==> config.mk <==
export PLATFORM = sky130hd
export DESIGN_NAME = ansi_escape_sequence_parser
export DESIGN_NICKNAME = d
export VERILOG_FILES = /design/src/aesp_pkg.sv /design/src/aesp_front.sv /design/src/aesp_queue.sv /design/src/aesp_back.sv /design/src/ansi_escape_sequence_parser.sv
export SDC_FILE = /design/constraint.sdc
export NUM_CORES = 1
export LEC_CHECK = 0
export ABC_CLOCK_PERIOD_IN_PS = 10850
export BUFFER_PORTS_ARGS = -buffer_cell sky130_fd_sc_hd__buf_2
export CORE_MARGIN = 2
export CORE_UTILIZATION = 50
export CTS_BUF_LIST = sky130_fd_sc_hd__clkbuf_8
export CTS_CLUSTER_DIAMETER = 150
export DETAILED_ROUTE_END_ITERATION = 8
export GPL_TIMING_DRIVEN = 1
export PLACE_DENSITY = 0.69
export RECOVER_POWER = 50
export SETUP_SLACK_MARGIN = 0.3
export SLEW_MARGIN = 25
export SYNTH_ARGS = -nofsm -noshare
export SYNTH_HDL_FRONTEND = slang
export SYNTH_HIERARCHICAL = 1
export SYNTH_SLANG_ARGS = --single-unit
==> constraint.sdc <==
create_clock -name clock -period 10.85 [get_ports clock]
set_input_delay 0 -clock clock [delete_from_list [all_inputs] [get_ports clock]]
set_output_delay 0 -clock clock [all_outputs]
set_load 0.01 [all_outputs]
==> src/aesp_pkg.sv <==
// Shared types and constants for the escape sequence parser.
// No dependencies; used by every module in the block by scoped names.
`default_nettype none

package aesp_pkg;

   // Parser sizing
   localparam int MAX_PARAMS  = 4;
   localparam int PARAM_BITS  = 16;
   localparam int IDX_W       = (MAX_PARAMS > 1) ? $clog2(MAX_PARAMS) : 1;
   localparam int CNT_W       = $clog2(MAX_PARAMS + 1);
   localparam int RSP_PARAMS  = 4;
   localparam int COUNT_BITS  = 3;
   // times-ten accumulate needs four bits of headroom before saturation
   localparam int ACC_W       = PARAM_BITS + 4;

   // Queue between front and back
   localparam int QUEUE_DEPTH = 2;
   localparam int QPTR_W      = $clog2(QUEUE_DEPTH);
   localparam int QCNT_W      = $clog2(QUEUE_DEPTH + 1);

   // Stream widths
   localparam int RSP_FIELD_BITS = 8 + 8 + 1 + COUNT_BITS + RSP_PARAMS * PARAM_BITS;
   localparam int RSP_DATA_W     = ((RSP_FIELD_BITS + 7) / 8) * 8;
   localparam int RSP_USER_W     = 5;

   // Byte codes
   localparam logic [7:0] CH_BEL  = 8'h07;
   localparam logic [7:0] CH_BS   = 8'h08;
   localparam logic [7:0] CH_HT   = 8'h09;
   localparam logic [7:0] CH_LF   = 8'h0A;
   localparam logic [7:0] CH_CR   = 8'h0D;
   localparam logic [7:0] CH_SO   = 8'h0E;
   localparam logic [7:0] CH_SI   = 8'h0F;
   localparam logic [7:0] CH_CAN  = 8'h18;
   localparam logic [7:0] CH_ESC  = 8'h1B;
   localparam logic [7:0] CH_DEL  = 8'h7F;
   localparam logic [7:0] CH_CSI  = 8'h9B;
   localparam logic [7:0] CH_SEMI = 8'h3B;
   localparam logic [7:0] CH_QUES = 8'h3F;
   localparam logic [7:0] CH_ZERO = 8'h30;
   localparam logic [7:0] CH_NINE = 8'h39;

   // Action codes reported with each result
   typedef enum logic [3:0] {
      ACT_NONE      = 4'd0,
      ACT_BEEP      = 4'd1,
      ACT_BACKSPACE = 4'd2,
      ACT_TAB       = 4'd3,
      ACT_LF        = 4'd4,
      ACT_CR        = 4'd5,
      ACT_DEL       = 4'd6,
      ACT_ESC_ESC   = 4'd7,
      ACT_CSI       = 4'd8
   } action_type;

   // What an escape final does
   typedef enum logic [1:0] {
      ESC_OPEN_CSI = 2'd0,
      ESC_SKIP     = 2'd1,
      ESC_OSC      = 2'd2,
      ESC_CLOSE    = 2'd3
   } esc_op_type;

   // Classified byte, as queued between front and back
   typedef struct packed {
      logic [7:0] data;
      logic       ctrl;        // in the idle control byte set
      action_type ctrl_action;
      logic       esc;         // ESC byte
      logic       csi_intro;   // single byte CSI
      logic       esc_final;
      esc_op_type esc_op;
      logic       csi_final;
      logic       mode_final;  // h or l, needs the private flag
      logic       question;
      logic       semi;
      logic       digit;
      logic [3:0] digit_val;
   } item_type;

   // One result
   typedef struct packed {
      logic                                   show;
      action_type                             action;
      logic [7:0]                             data;
      logic [7:0]                             final_code;
      logic                                   private_mode;
      logic [COUNT_BITS-1:0]                  param_count;
      logic [RSP_PARAMS-1:0][PARAM_BITS-1:0]  params;
   } result_type;

endpackage

`default_nettype wire

==> src/aesp_front.sv <==
// Front end: classifies each incoming byte into flags for the back end.
// Depends on aesp_pkg.
`default_nettype none

module aesp_front (
   input  wire logic [7:0]        byte_in,
   output aesp_pkg::item_type     item_out
);

   // Per-byte decode, independent of parser state
   always_comb begin
      item_out             = '0;
      item_out.data        = byte_in;
      item_out.ctrl_action = aesp_pkg::ACT_NONE;
      item_out.esc_op      = aesp_pkg::ESC_CLOSE;

      // control bytes acted on only when no sequence is open
      case (byte_in)
         aesp_pkg::CH_BEL: begin
            item_out.ctrl = 1'b1;
            item_out.ctrl_action = aesp_pkg::ACT_BEEP;
         end
         aesp_pkg::CH_BS: begin
            item_out.ctrl = 1'b1;
            item_out.ctrl_action = aesp_pkg::ACT_BACKSPACE;
         end
         aesp_pkg::CH_HT: begin
            item_out.ctrl = 1'b1;
            item_out.ctrl_action = aesp_pkg::ACT_TAB;
         end
         aesp_pkg::CH_LF: begin
            item_out.ctrl = 1'b1;
            item_out.ctrl_action = aesp_pkg::ACT_LF;
         end
         aesp_pkg::CH_CR: begin
            item_out.ctrl = 1'b1;
            item_out.ctrl_action = aesp_pkg::ACT_CR;
         end
         aesp_pkg::CH_DEL: begin
            item_out.ctrl = 1'b1;
            item_out.ctrl_action = aesp_pkg::ACT_DEL;
         end
         aesp_pkg::CH_SO, aesp_pkg::CH_SI, aesp_pkg::CH_CAN: begin
            item_out.ctrl = 1'b1;
         end
         aesp_pkg::CH_ESC: begin
            item_out.ctrl = 1'b1;
            item_out.esc  = 1'b1;
         end
         aesp_pkg::CH_CSI: begin
            item_out.ctrl      = 1'b1;
            item_out.csi_intro = 1'b1;
         end
         default: begin
            item_out.ctrl = 1'b0;
         end
      endcase

      // escape finals
      case (byte_in)
         "[": begin
            item_out.esc_final = 1'b1;
            item_out.esc_op    = aesp_pkg::ESC_OPEN_CSI;
         end
         "%", "#", "(", ")": begin
            item_out.esc_final = 1'b1;
            item_out.esc_op    = aesp_pkg::ESC_SKIP;
         end
         "]": begin
            item_out.esc_final = 1'b1;
            item_out.esc_op    = aesp_pkg::ESC_OSC;
         end
         "c", "D", "E", "H", "M", "Z", "7", "8", ">", "=": begin
            item_out.esc_final = 1'b1;
            item_out.esc_op    = aesp_pkg::ESC_CLOSE;
         end
         default: begin
            item_out.esc_final = 1'b0;
         end
      endcase

      // CSI finals
      case (byte_in)
         "A", "B", "C", "D", "G", "H", "J", "K", "P", "c", "d", "m", "n": begin
            item_out.csi_final = 1'b1;
         end
         "h", "l": begin
            item_out.csi_final  = 1'b1;
            item_out.mode_final = 1'b1;
         end
         default: begin
            item_out.csi_final = 1'b0;
         end
      endcase

      item_out.question  = (byte_in == aesp_pkg::CH_QUES);
      item_out.semi      = (byte_in == aesp_pkg::CH_SEMI);
      item_out.digit     = (byte_in >= aesp_pkg::CH_ZERO) && (byte_in <= aesp_pkg::CH_NINE);
      item_out.digit_val = byte_in[3:0];
   end

endmodule

`default_nettype wire

==> src/aesp_queue.sv <==
// Short queue of classified bytes between front and back ends.
// Depends on aesp_pkg.
`default_nettype none

module aesp_queue (
   input  wire logic               clock,
   input  wire logic               reset,
   input  wire logic               push,
   input  wire aesp_pkg::item_type push_item,
   output logic                    can_push,
   input  wire logic               pop,
   output logic                    head_valid,
   output aesp_pkg::item_type      head_item
);

   aesp_pkg::item_type                  slot_ff [aesp_pkg::QUEUE_DEPTH];
   logic [aesp_pkg::QPTR_W-1:0]         wr_ptr_ff, wr_ptr_in;
   logic [aesp_pkg::QPTR_W-1:0]         rd_ptr_ff, rd_ptr_in;
   logic [aesp_pkg::QCNT_W-1:0]         count_ff, count_in;
   logic                                do_push, do_pop;

   assign can_push   = (count_ff != aesp_pkg::QCNT_W'(aesp_pkg::QUEUE_DEPTH));
   assign head_valid = (count_ff != '0);
   assign head_item  = slot_ff[rd_ptr_ff];
   assign do_push    = push && can_push;
   assign do_pop     = pop && head_valid;

   // pointer and fill count update
   always_comb begin
      wr_ptr_in = wr_ptr_ff;
      rd_ptr_in = rd_ptr_ff;
      count_in  = count_ff;
      if (do_push) begin
         wr_ptr_in = (wr_ptr_ff == aesp_pkg::QPTR_W'(aesp_pkg::QUEUE_DEPTH - 1)) ?
                     '0 : wr_ptr_ff + 1'b1;
      end
      if (do_pop) begin
         rd_ptr_in = (rd_ptr_ff == aesp_pkg::QPTR_W'(aesp_pkg::QUEUE_DEPTH - 1)) ?
                     '0 : rd_ptr_ff + 1'b1;
      end
      if (do_push && !do_pop) begin
         count_in = count_ff + 1'b1;
      end else if (do_pop && !do_push) begin
         count_in = count_ff - 1'b1;
      end
   end

   always_ff @(posedge clock) begin
      if (reset) begin
         wr_ptr_ff <= '0;
         rd_ptr_ff <= '0;
         count_ff  <= '0;
      end else begin
         wr_ptr_ff <= wr_ptr_in;
         rd_ptr_ff <= rd_ptr_in;
         count_ff  <= count_in;
      end
   end

   // payload slots
   always_ff @(posedge clock) begin
      if (do_push) begin
         slot_ff[wr_ptr_ff] <= push_item;
      end
   end

endmodule

`default_nettype wire

==> src/aesp_back.sv <==
// Back end: parser state, parameter collection and the result register.
// Depends on aesp_pkg.
`default_nettype none

module aesp_back (
   input  wire logic               clock,
   input  wire logic               reset,
   input  wire logic               head_valid,
   input  wire aesp_pkg::item_type head_item,
   output logic                    pop,
   output logic                    out_valid,
   input  wire logic               out_ready,
   output aesp_pkg::result_type    out_result
);

   // parser state
   logic                               in_escape_ff, in_escape_in;
   logic                               in_csi_ff, in_csi_in;
   logic                               private_ff, private_in;
   logic                               skip_ff, skip_in;
   logic                               prev_digit_ff, prev_digit_in;
   logic [aesp_pkg::PARAM_BITS-1:0]    accum_ff, accum_in;
   logic [aesp_pkg::CNT_W-1:0]         held_ff, held_in;
   logic [aesp_pkg::PARAM_BITS-1:0]    store_ff [aesp_pkg::MAX_PARAMS];
   logic [aesp_pkg::PARAM_BITS-1:0]    store_in [aesp_pkg::MAX_PARAMS];

   // result register
   logic                               out_valid_ff, out_valid_in;
   aesp_pkg::result_type               result_ff, result_in;

   logic [aesp_pkg::ACC_W-1:0]         acc_next;
   logic                               store_now;
   aesp_pkg::item_type                 it;

   assign it        = head_item;
   assign pop       = head_valid && (!out_valid_ff || out_ready);
   assign out_valid = out_valid_ff;
   assign out_result = result_ff;

   // times ten plus digit, saturated
   always_comb begin
      acc_next = {1'b0, accum_ff, 3'b000} + {3'b000, accum_ff, 1'b0} +
                 {{(aesp_pkg::ACC_W-4){1'b0}}, it.digit_val};
   end

   // parser step for the head item
   always_comb begin
      in_escape_in  = in_escape_ff;
      in_csi_in     = in_csi_ff;
      private_in    = private_ff;
      skip_in       = skip_ff;
      prev_digit_in = prev_digit_ff;
      accum_in      = accum_ff;
      held_in       = held_ff;
      store_now     = 1'b0;
      for (int j = 0; j < aesp_pkg::MAX_PARAMS; j++) begin
         store_in[j] = store_ff[j];
      end
      result_in        = '0;
      result_in.data   = it.data;
      result_in.action = aesp_pkg::ACT_NONE;

      if (skip_ff) begin
         in_escape_in = 1'b0;
         skip_in      = 1'b0;
      end else if (!in_csi_ff && !in_escape_ff && it.ctrl) begin
         if (it.csi_intro) begin
            in_csi_in     = 1'b1;
            in_escape_in  = 1'b0;
            private_in    = 1'b0;
            held_in       = '0;
            accum_in      = '0;
            prev_digit_in = 1'b0;
         end else if (it.esc) begin
            in_escape_in = 1'b1;
         end else begin
            result_in.action = it.ctrl_action;
         end
      end else if (in_escape_ff && it.esc_final) begin
         case (it.esc_op)
            aesp_pkg::ESC_OPEN_CSI: begin
               in_csi_in     = 1'b1;
               in_escape_in  = 1'b0;
               private_in    = 1'b0;
               held_in       = '0;
               accum_in      = '0;
               prev_digit_in = 1'b0;
            end
            aesp_pkg::ESC_SKIP: begin
               skip_in = 1'b1;
            end
            aesp_pkg::ESC_OSC: begin
               in_escape_in = 1'b0;
            end
            default: begin
               accum_in       = '0;
               in_csi_in      = 1'b0;
               in_escape_in   = 1'b0;
               prev_digit_in  = 1'b0;
               result_in.show = 1'b1;
            end
         endcase
      end else if (in_csi_ff) begin
         if (it.csi_final || it.semi) begin
            // store a pending number
            if (prev_digit_ff) begin
               store_now = 1'b1;
               accum_in  = '0;
               if (held_ff < aesp_pkg::CNT_W'(aesp_pkg::MAX_PARAMS)) begin
                  store_in[held_ff[aesp_pkg::IDX_W-1:0]] = accum_ff;
                  held_in = held_ff + 1'b1;
               end
            end
            prev_digit_in = 1'b0;
            if (it.csi_final) begin
               accum_in     = '0;
               in_csi_in    = 1'b0;
               in_escape_in = 1'b0;
               if (!it.mode_final || private_ff) begin
                  result_in.action       = aesp_pkg::ACT_CSI;
                  result_in.final_code   = it.data;
                  result_in.private_mode = private_ff;
                  result_in.param_count  = aesp_pkg::COUNT_BITS'(held_in);
                  for (int j = 0; j < aesp_pkg::RSP_PARAMS; j++) begin
                     if (aesp_pkg::CNT_W'(j) < held_in) begin
                        result_in.params[j] = store_in[j];
                     end
                  end
               end
            end
         end else if (it.question) begin
            private_in    = 1'b1;
            prev_digit_in = 1'b0;
         end else if (it.digit) begin
            accum_in = (acc_next[aesp_pkg::ACC_W-1:aesp_pkg::PARAM_BITS] != '0) ?
                       '1 : acc_next[aesp_pkg::PARAM_BITS-1:0];
            prev_digit_in = 1'b1;
         end else begin
            accum_in       = '0;
            in_csi_in      = 1'b0;
            in_escape_in   = 1'b0;
            prev_digit_in  = 1'b0;
            result_in.show = 1'b1;
         end
      end else begin
         if (in_escape_ff && it.esc) begin
            in_escape_in     = 1'b0;
            result_in.action = aesp_pkg::ACT_ESC_ESC;
         end
         result_in.show = 1'b1;
      end
   end

   // output beat holds until taken
   always_comb begin
      if (pop) begin
         out_valid_in = 1'b1;
      end else if (out_ready) begin
         out_valid_in = 1'b0;
      end else begin
         out_valid_in = out_valid_ff;
      end
   end

   always_ff @(posedge clock) begin
      if (reset) begin
         in_escape_ff  <= 1'b0;
         in_csi_ff     <= 1'b0;
         private_ff    <= 1'b0;
         skip_ff       <= 1'b0;
         prev_digit_ff <= 1'b0;
         accum_ff      <= '0;
         held_ff       <= '0;
         out_valid_ff  <= 1'b0;
      end else begin
         out_valid_ff <= out_valid_in;
         if (pop) begin
            in_escape_ff  <= in_escape_in;
            in_csi_ff     <= in_csi_in;
            private_ff    <= private_in;
            skip_ff       <= skip_in;
            prev_digit_ff <= prev_digit_in;
            accum_ff      <= accum_in;
            held_ff       <= held_in;
         end
      end
   end

   // payload registers
   always_ff @(posedge clock) begin
      if (pop) begin
         result_ff <= result_in;
         if (store_now) begin
            for (int j = 0; j < aesp_pkg::MAX_PARAMS; j++) begin
               store_ff[j] <= store_in[j];
            end
         end
      end
   end

endmodule

`default_nettype wire

==> src/ansi_escape_sequence_parser.sv <==
// Path: an accepted byte is written into the queue, then the parser step registers its result beat.
// Throughput: one byte per cycle, sustained while the result side takes a beat per cycle;
//   set by the two-entry queue between the classifier and the parser step.
// Reset is synchronous: it clears the parser state, the queue and the result valid.
// The parameter store holds no reset value; entries are read only after being written.
`default_nettype none

module ansi_escape_sequence_parser (
   input  wire logic                                clock,
   input  wire logic                                reset,
   input  wire logic                                req_tvalid,
   output logic                                     req_tready,
   input  wire logic [7:0]                          req_tdata,  // byte_in
   output logic                                     rsp_tvalid,
   input  wire logic                                rsp_tready,
   // byte_out[7:0], final_code[15:8], private_mode[16], param_count[19:17],
   // param_first[35:20], param_second[51:36], param_third[67:52],
   // param_fourth[83:68], zero pad above
   output logic [aesp_pkg::RSP_DATA_W-1:0]          rsp_tdata,
   // show[0], action_kind[4:1]
   output logic [aesp_pkg::RSP_USER_W-1:0]          rsp_tuser
);

   aesp_pkg::item_type     front_item;
   aesp_pkg::item_type     head_item;
   aesp_pkg::result_type   result;
   logic                   head_valid;
   logic                   pop;

   aesp_front u_front (
      .byte_in  (req_tdata),
      .item_out (front_item)
   );

   aesp_queue u_queue (
      .clock      (clock),
      .reset      (reset),
      .push       (req_tvalid),
      .push_item  (front_item),
      .can_push   (req_tready),
      .pop        (pop),
      .head_valid (head_valid),
      .head_item  (head_item)
   );

   aesp_back u_back (
      .clock      (clock),
      .reset      (reset),
      .head_valid (head_valid),
      .head_item  (head_item),
      .pop        (pop),
      .out_valid  (rsp_tvalid),
      .out_ready  (rsp_tready),
      .out_result (result)
   );

   // pack the result beat
   assign rsp_tdata = {
      {(aesp_pkg::RSP_DATA_W - aesp_pkg::RSP_FIELD_BITS){1'b0}},
      result.params,
      result.param_count,
      result.private_mode,
      result.final_code,
      result.data
   };
   assign rsp_tuser = {result.action, result.show};

`ifndef NO_ASSERTIONS
   // only a CSI command carries a final code or parameters
   a_fields_only_on_csi: assert property (@(posedge clock) disable iff (reset)
      rsp_tvalid && (result.action != aesp_pkg::ACT_CSI) |->
         (result.final_code == '0) && (result.param_count == '0) && !result.private_mode)
      else $error("command fields set without a CSI action");

   // parameter count never exceeds the store
   a_count_bound: assert property (@(posedge clock) disable iff (reset)
      rsp_tvalid |-> (result.param_count <= aesp_pkg::COUNT_BITS'(aesp_pkg::MAX_PARAMS)))
      else $error("parameter count beyond store depth");

   // a shown byte carries no action other than ESC ESC
   a_show_action: assert property (@(posedge clock) disable iff (reset)
      rsp_tvalid && result.show |->
         (result.action == aesp_pkg::ACT_NONE) || (result.action == aesp_pkg::ACT_ESC_ESC))
      else $error("shown byte with a control action");

   // a new result beat always comes from a queued byte
   a_beat_from_queue: assert property (@(posedge clock) disable iff (reset)
      $rose(rsp_tvalid) |-> $past(head_valid))
      else $error("result beat without a queued byte");
`endif

endmodule

`default_nettype wire

==> flow_summary_export.csv, run 1 <==
group,metric,value,unit
power_and_ir_drop,internal-power,1.79,mW
routing,drt_iter0_drc,422,
sta,holdWs,401,ps
setup_path,slowest_delay,1090,ps
final_layout,layout-drive-gt1-share,17.4,%
setup_path,crit_buf_inv,2,
setup_path,worstSetupEndpointType,"register",
floorplan,fp.dieW,152,µm
setup_path,path_class,"reg2reg",
global_route,grt.total_usage,18.1,%
routing,drc_errors,0,
min_path,hold_class,"in2reg",
synth,ys_types,71,
floorplan,initial_core_util,50.7,%
power_and_ir_drop,seq_power_share,51.1,%
sta,slew_viol_final,150,
clocking,clkLatencyLatePin,530,ps
power_and_ir_drop,comb_power_share,19.5,%
power_and_ir_drop,p_leak,4.42,nW
routing,dr.pass1.iters,5,
power_and_ir_drop,total_power,2.52,mW
power_and_ir_drop,p_per_area,203,nW/µm²
run_status,violations,"capacitance limit, slew limit",
synth,avgSynthCellArea,13.8,µm²
sta,tightest_slew,3030,ps
clocking,numCtsBuffers,40,
placement,dp.final_hpwl,13.7,mm
synth,yosysMostFrequentCell,"edfxtp_1",
floorplan,die_h,152,µm
clocking,cts-resized-gates,0,
power_and_ir_drop,clockPowerShare,29.5,%
clocking,path_clk_slew,60,ps
floorplan,design.die.area,23200,µm²
clocking,tritoncts,"built",
synth,synth_cells,798,
clocking,cts_num_sinks,237,
synth,synth_edf_count,207,
synth,async_flop_share,0,%
sta,max_freq,0.212,GHz
setup_path,cp_top_family,"compound AO/OA/AOI/OAI gates",
clocking,clockBufferDepth,3,
setup_path,reg2reg_slack,6140,ps
synth,post_synth_instance_area,11000,µm²
global_route,grt_pass1_vias,6730,
sta,period_minus_slack,4710,ps
clocking,post-cts-setup-buffer-count,0,
final_layout,synthToLayoutAreaGrowth,12.6,%
sta,relSlewSlack,-102,%
sta,min_period_over_period,43.4,%
final_layout,layout.nets,971,
routing,drt-vias-per-instance,5.50,
global_route,antenna_found_initial,0,
power_and_ir_drop,p_sw,0.729,mW
synth,yosysSeqAreaShare,61.8,%
setup_path,critPathArrivalTime,5110,ps
routing,vias,6729,
synth,yosysTopAreaCell,"edfxtp_1",
placement,gp_congestion,0.848,
routing,ant_nets,0,
job,cap_violations,4,
synth,ys_ff_latch,237,
setup_path,path_cells,"clkbuf_1 -> mux2_2 -> fa_1 -> inv_1 -> fa_1 -> nand2b_1 -> a21oi_1 -> o21ai_2 -> o21ai_2 -> a221oi_2 -> xor2_1 -> a41oi_4 -> a221o_2",
sta,final_hold_viol_count,0,
final_layout,utilization,57.0,%
power_and_ir_drop,vdd_drop_max,0.148,mV
final_layout,num-fill-cells,1885,
placement,dp_cells,1143,
final_layout,n_antenna_cell,0,
setup_path,cpMaxStageDelayCell,"clkbuf_1",
setup_path,required,11260,ps
run_status,status,"complete, but fails checks",
clocking,htreeDepth,2,
global_route,grt_max_degree,65,
synth,synthFlopType,"edfxtp_1",
synth,ys_top_cells_by_count,"edfxtp_1 (207), mux2_2 (91), nor2b_1 (76), ha_1 (39), nor2_1 (39)",
sta,skew,14.4,ps
synth,synthTopCellsByArea,"edfxtp_1 (56%), mux2_2 (9.3%), dfxtp_1 (5.4%), ha_1 (4.4%), nor2b_1 (4.3%)",
sta,rsz0062_at_grt,"no",
placement,io_buffer_count,102,
setup_path,cp-start-kind,"register",
final_layout,fin_cells,1224,
floorplan,io_pins,107,
clocking,cts_root_buffer,"clkbuf_8",
power_and_ir_drop,switching_share,29.0,%
global_route,grt_pass1_wl,34.0,mm
global_route,grt_overflow,0,
setup_path,path_max_fanout,27,
routing,wirelength,21.2,mm
floorplan,num_rows,54,
sta,finalSetupTns,0,ps
floorplan,fp.coreArea,21800,µm²
routing,wl_per_cell,17.3,µm
synth,synth_top_area_share,56.4,%
synth,yosys_warnings,6,
sta,finalSetupViolCount,0,
flip-flops by register name, summed over array words and instances, names as in the netlist, named ones only:
register              flops
u_back/out_valid          1
u_queue/count_ff          2
u_back/out_result        89
u_queue/wr_ptr_ff         1
u_back/prev_digit_ff      1
u_back/in_csi_ff          1
u_queue/rd_ptr_ff         1
u_back/in_escape_ff       1
u_queue/slot_ff          54
u_back/held_ff            3
u_back/private_ff         1
u_back/accum_ff          16
u_back/store_ff          64
u_back/skip_ff            1
power groups by stage:
stage          registers [mW]  logic, mW  clock network [mW]
6_report                 1.29      0.490               0.742
5_1_grt                  1.31      0.542               0.801
4_1_cts                  1.27      0.545               0.767
3_5_place_dp             1.29      0.539                   0
3_3_place_gp             1.29      0.532                   0
2_1_floorplan            1.38      0.249                   0
through the flow:
step,area [µm²],worst slack (ps)
2_1_floorplan,11000,6190
3_3_place_gp,11700,6990
3_5_place_dp,11700,6940
5_1_grt,12400,5780
6_report,12400,6140
4_1_cts,12500,6930
per-layer routing:
layer / part of all wire, % / GRT usage, % / wire length, µm
met1: 42 / 22.2 / 8990
met2: 51 / 31.9 / 10700
met3: 4.4 / 3.07 / 939
met4: 2.5 / 7.28 / 539
met5: 0 / 0 / 0
cell type report:
type | count | area (µm²) | share of cell area (%)
Clock buffer | 42 | 578 | 4.66
Clock inverter | 26 | 161 | 1.30
Inverter | 16 | 61.3 | 0.494
Multi-Input combinational cell | 502 | 3890 | 31.4
Sequential cell | 237 | 6820 | 54.9
Tap cell | 280 | 350 | 2.82
Timing Repair Buffer | 121 | 551 | 4.44
tightest hold or removal path: cells and delay by family:
| family | cells | cell delay (ps) |
|---|---|---|
| buf+inv | 2 | 760 |
| simple gates | 1 | 130 |
path summary, 6_finish.rpt:
check / end / start / depth (start not counted)
setup / recovery: u_back/accum_ff[2] / register / 13
hold / removal: u_back/held_ff[0] / reset / 3
setup reg to reg: u_back/accum_ff[2] / register / 13
hold reg to reg: u_queue/count_ff[1] / u_queue/count_ff[1] / 2
cells in the final DEF (no fill, tap or decap), types with 10 or more instances in the layout:
cell	instances
edfxtp_1	207
clkbuf_1	102
mux2_2	80
nor2b_1	76
clkbuf_8	42
ha_1	39
nor2_1	38
nand2_1	30
dfxtp_1	30
a21oi_1	29
inv_1	26
o21ai_0	15
dlygate4sd3_1	13
nand2b_1	11
a21o_1	11
nor3_1	11
and2_1	11
mux2_1	11
nand3_1	10
xor2_1	10
a221o_1	10
timing repair:
| action | 4_1_cts | 5_1_grt |
|---|---|---|
| setup endpoints to repair | 0 | 0 |
| hold buffers | 13 | 0 |
| endpoints found under the hold margin | 46 | 0 |
logic make-up after synthesis:
logic type               Yosys count  share of synthesized area, %
AND/OR/NAND/NOR                  225                          11.3
multiplexers                      94                          9.57
other                              2                        0.0681
XOR/XNOR                          18                          1.43
adder cells (fa/ha/maj)           41                          4.79
AO/OA/AOI/OAI                    119                          7.89
buffers and inverters             62                          3.08
flip-flops                       237                          61.8
Note: power is estimated with default switching activity, not from simulation.
==> inputs of run 2 (changes only) <==
--- a/config.mk
+++ b/config.mk
@@ -5,7 +5,7 @@
 export SDC_FILE = /design/constraint.sdc
 export NUM_CORES = 1
 export LEC_CHECK = 0
-export ABC_CLOCK_PERIOD_IN_PS = 10850
+export ABC_CLOCK_PERIOD_IN_PS = 4400
 export BUFFER_PORTS_ARGS = -buffer_cell sky130_fd_sc_hd__buf_2
 export CORE_MARGIN = 2
 export CORE_UTILIZATION = 50
==> constraint.sdc (replaced) <==
create_clock -name clock -period 4.4 [get_ports clock]
set_input_delay 0 -clock clock [delete_from_list [all_inputs] [get_ports clock]]
set_output_delay 0 -clock clock [all_outputs]
set_load 0.01 [all_outputs]
==> run 2 against run 1 <==
  * The run still ends with capacitance limit, slew limit left
  * Critical path type unchanged
  * Register-to-register slack worse by 5400 ps
  * Final cell count up 0.41%
  * Critical endpoint is now u_back/accum_ff[4]
  * Largest power group unchanged
  * Sequential share of layout area down 0.29 points
  * Utilization up 0.30 points
==> flow_summary_export.csv, run 2 (synthesized netlist as in run 1, its figures left out) <==
group,metric,value,unit
run_status,status,"complete, but fails checks",
clocking,htreeDepth,2,
clocking,clockBufferDepth,3,
setup_path,crit_buf_inv,1,
final_layout,final_common_cell,"edfxtp_1",
min_path,hold_class,"in2reg",
routing,drc_errors,0,
routing,vias,6737,
run_status,violations,"capacitance limit, slew limit",
setup_path,cp-start-kind,"register",
setup_path,critPathArrivalTime,4060,ps
setup_path,required,4810,ps
floorplan,initial_core_util,50.7,%
final_layout,n_antenna_cell,0,
floorplan,io_pins,107,
global_route,met3_usage,3.53,%
final_layout,multi_input_area,3880,µm²
sta,max_freq,0.274,GHz
sta,finalSetupTns,0,ps
clocking,numCtsBuffers,40,
global_route,met1_usage,23.3,%
setup_path,slowest_delay,570,ps
sta,slew_viol_final,28,
global_route,use_met2,32.5,%
global_route,grt_max_degree,65,
setup_path,worstSetupEndpointType,"register",
final_layout,layout_common_cells,"edfxtp_1 (207), clkbuf_1 (101), mux2_2 (81), nor2b_1 (76), clkbuf_8 (41)",
routing,wl_per_cell,17.4,µm
global_route,antenna_found_initial,0,
sta,skew,14.3,ps
setup_path,cp_top_family,"compound AO/OA/AOI/OAI gates",
job,cap_violations,1,
clocking,clkLatencyLatePin,530,ps
global_route,grt_pass1_vias,6737,
final_layout,seqCellArea,6820,µm²
routing,drt_iter0_drc,358,
floorplan,fp.coreArea,21800,µm²
sta,rsz0062_at_grt,"no",
placement,io_buffer_count,102,
clocking,tritoncts,"built",
setup_path,critPathCapture,"u_back/accum_ff[4]",
power_and_ir_drop,vdd_drop_max,0.363,mV
final_layout,layout.nets,973,
sta,final_hold_viol_count,0,
clocking,path_clk_slew,60,ps
floorplan,num_rows,54,
global_route,busiest_layer,"met2",
setup_path,path_max_fanout,16,
setup_path,ff2ff_path_depth,12,
routing,ant_nets,0,
placement,place_ws,765,ps
global_route,grt_overflow,0,
placement,gp_congestion,0.858,
final_layout,fin_cells,1229,
setup_path,reg2reg_slack,740,ps
sta,min_period_over_period,83.1,%
setup_path,cpMaxStageDelayCell,"fa_1",
global_route,grt_pass1_wl,34.8,mm
clocking,cts_num_sinks,237,
floorplan,die_h,152,µm
clocking,cts-resized-gates,0,
final_layout,largest_reg_flops,89,
placement,dp_cells,1145,
setup_path,path_class,"reg2reg",
floorplan,fp.dieW,152,µm
final_layout,layout-drive-gt1-share,17.4,%
sta,period_minus_slack,3660,ps
setup_path,path_cells,"mux2_2 -> fa_1 -> inv_1 -> fa_1 -> nand2b_1 -> a21oi_1 -> o21ai_2 -> o21ai_2 -> a221oi_2 -> xor2_1 -> a41oi_4 -> a221o_2",
sta,finalSetupViolCount,0,
floorplan,design.die.area,23200,µm²
routing,drt-vias-per-instance,5.48,
placement,dp.final_hpwl,13.7,mm
sta,tightest_slew,1580,ps
final_layout,num-fill-cells,1828,
sta,setup_ws,744,ps
routing,dr.pass1.iters,5,
final_layout,synthToLayoutAreaGrowth,13.2,%
routing,wirelength,21.4,mm
power_and_ir_drop,p_leak,4.46,nW
sta,relSlewSlack,-5.44,%
global_route,grt.total_usage,18.4,%
power_and_ir_drop,total_power,6.31,mW
setup_path,r2r_end,"u_back/accum_ff[4]",
clocking,cts_root_buffer,"clkbuf_8",
setup_path,cp_num_cells,12,
power_and_ir_drop,p_per_area,506,nW/µm²
-- run 2: worst min-delay path by stage --
stage | from | end | slack (ps) | cells past startpoint
floorplan | reset | u_queue/count_ff[1] | 70 | 1
global placement | rsp_tready | u_back/out_valid | 300 | 3
detailed placement | rsp_tready | u_back/out_valid | 310 | 3
CTS | req_tdata[7] | u_queue/slot_ff[0][26] | 330 | 2
global route | reset | u_queue/count_ff[0] | 420 | 3
finish | reset | u_queue/count_ff[0] | 400 | 3
-- run 2: worst reg2reg max path, cell delays in order, from the launching register on --
cell and delay, ps:
dfxtp_1 360, mux2_2 360, fa_1 570, inv_1 70, fa_1 440, nand2b_1 180, a21oi_1 210, o21ai_2 120
o21ai_2 180, a221oi_2 80, xor2_1 260, a41oi_4 330, a221o_2 390
-- run 2: timing repair --
| item | CTS | global route |
|---|---|---|
| hold buffers | 13 | 0 |
| endpoints found under the hold margin | 44 | 0 |
| setup buffers | 0 | 0 |
-- run 2: power by group --
| part | switching (mW) | total (mW) | internal, mW |
|---|---|---|---|
| registers | 0.131 | 3.14 | 3.01 |
| clock network | 0.844 | 1.95 | 1.10 |
| logic | 0.836 | 1.22 | 0.386 |
-- run 2: layer usage --
layer	wire length [µm]	share of wire, %	up-vias
met3	987	4.6	33
met4	392	1.8	0
met1	9180	43	3302
li1	-	-	3228
met2	10900	51	174
met5	0	0	-
-- run 2: layout make-up --
cell class | instances | share of cell area [%]
Clock buffer | 41 | 4.52
Clock inverter | 30 | 1.84
Inverter | 16 | 0.512
Multi-Input combinational cell | 502 | 31.1
Sequential cell | 237 | 54.6
Tap cell | 280 | 2.81
Timing Repair Buffer | 123 | 4.56
-- run 2: per-stage QoR --
step | hold WS [ps] | util, % | area, µm²
after floorplan | 69.1 | - | 11000
after global placement | 303 | 53.7 | 11700
after detailed placement | 307 | 53.7 | 11700
after CTS | 326 | 58.0 | 12600
after global routing | 424 | 57.3 | 12500
final | 401 | 57.3 | 12500
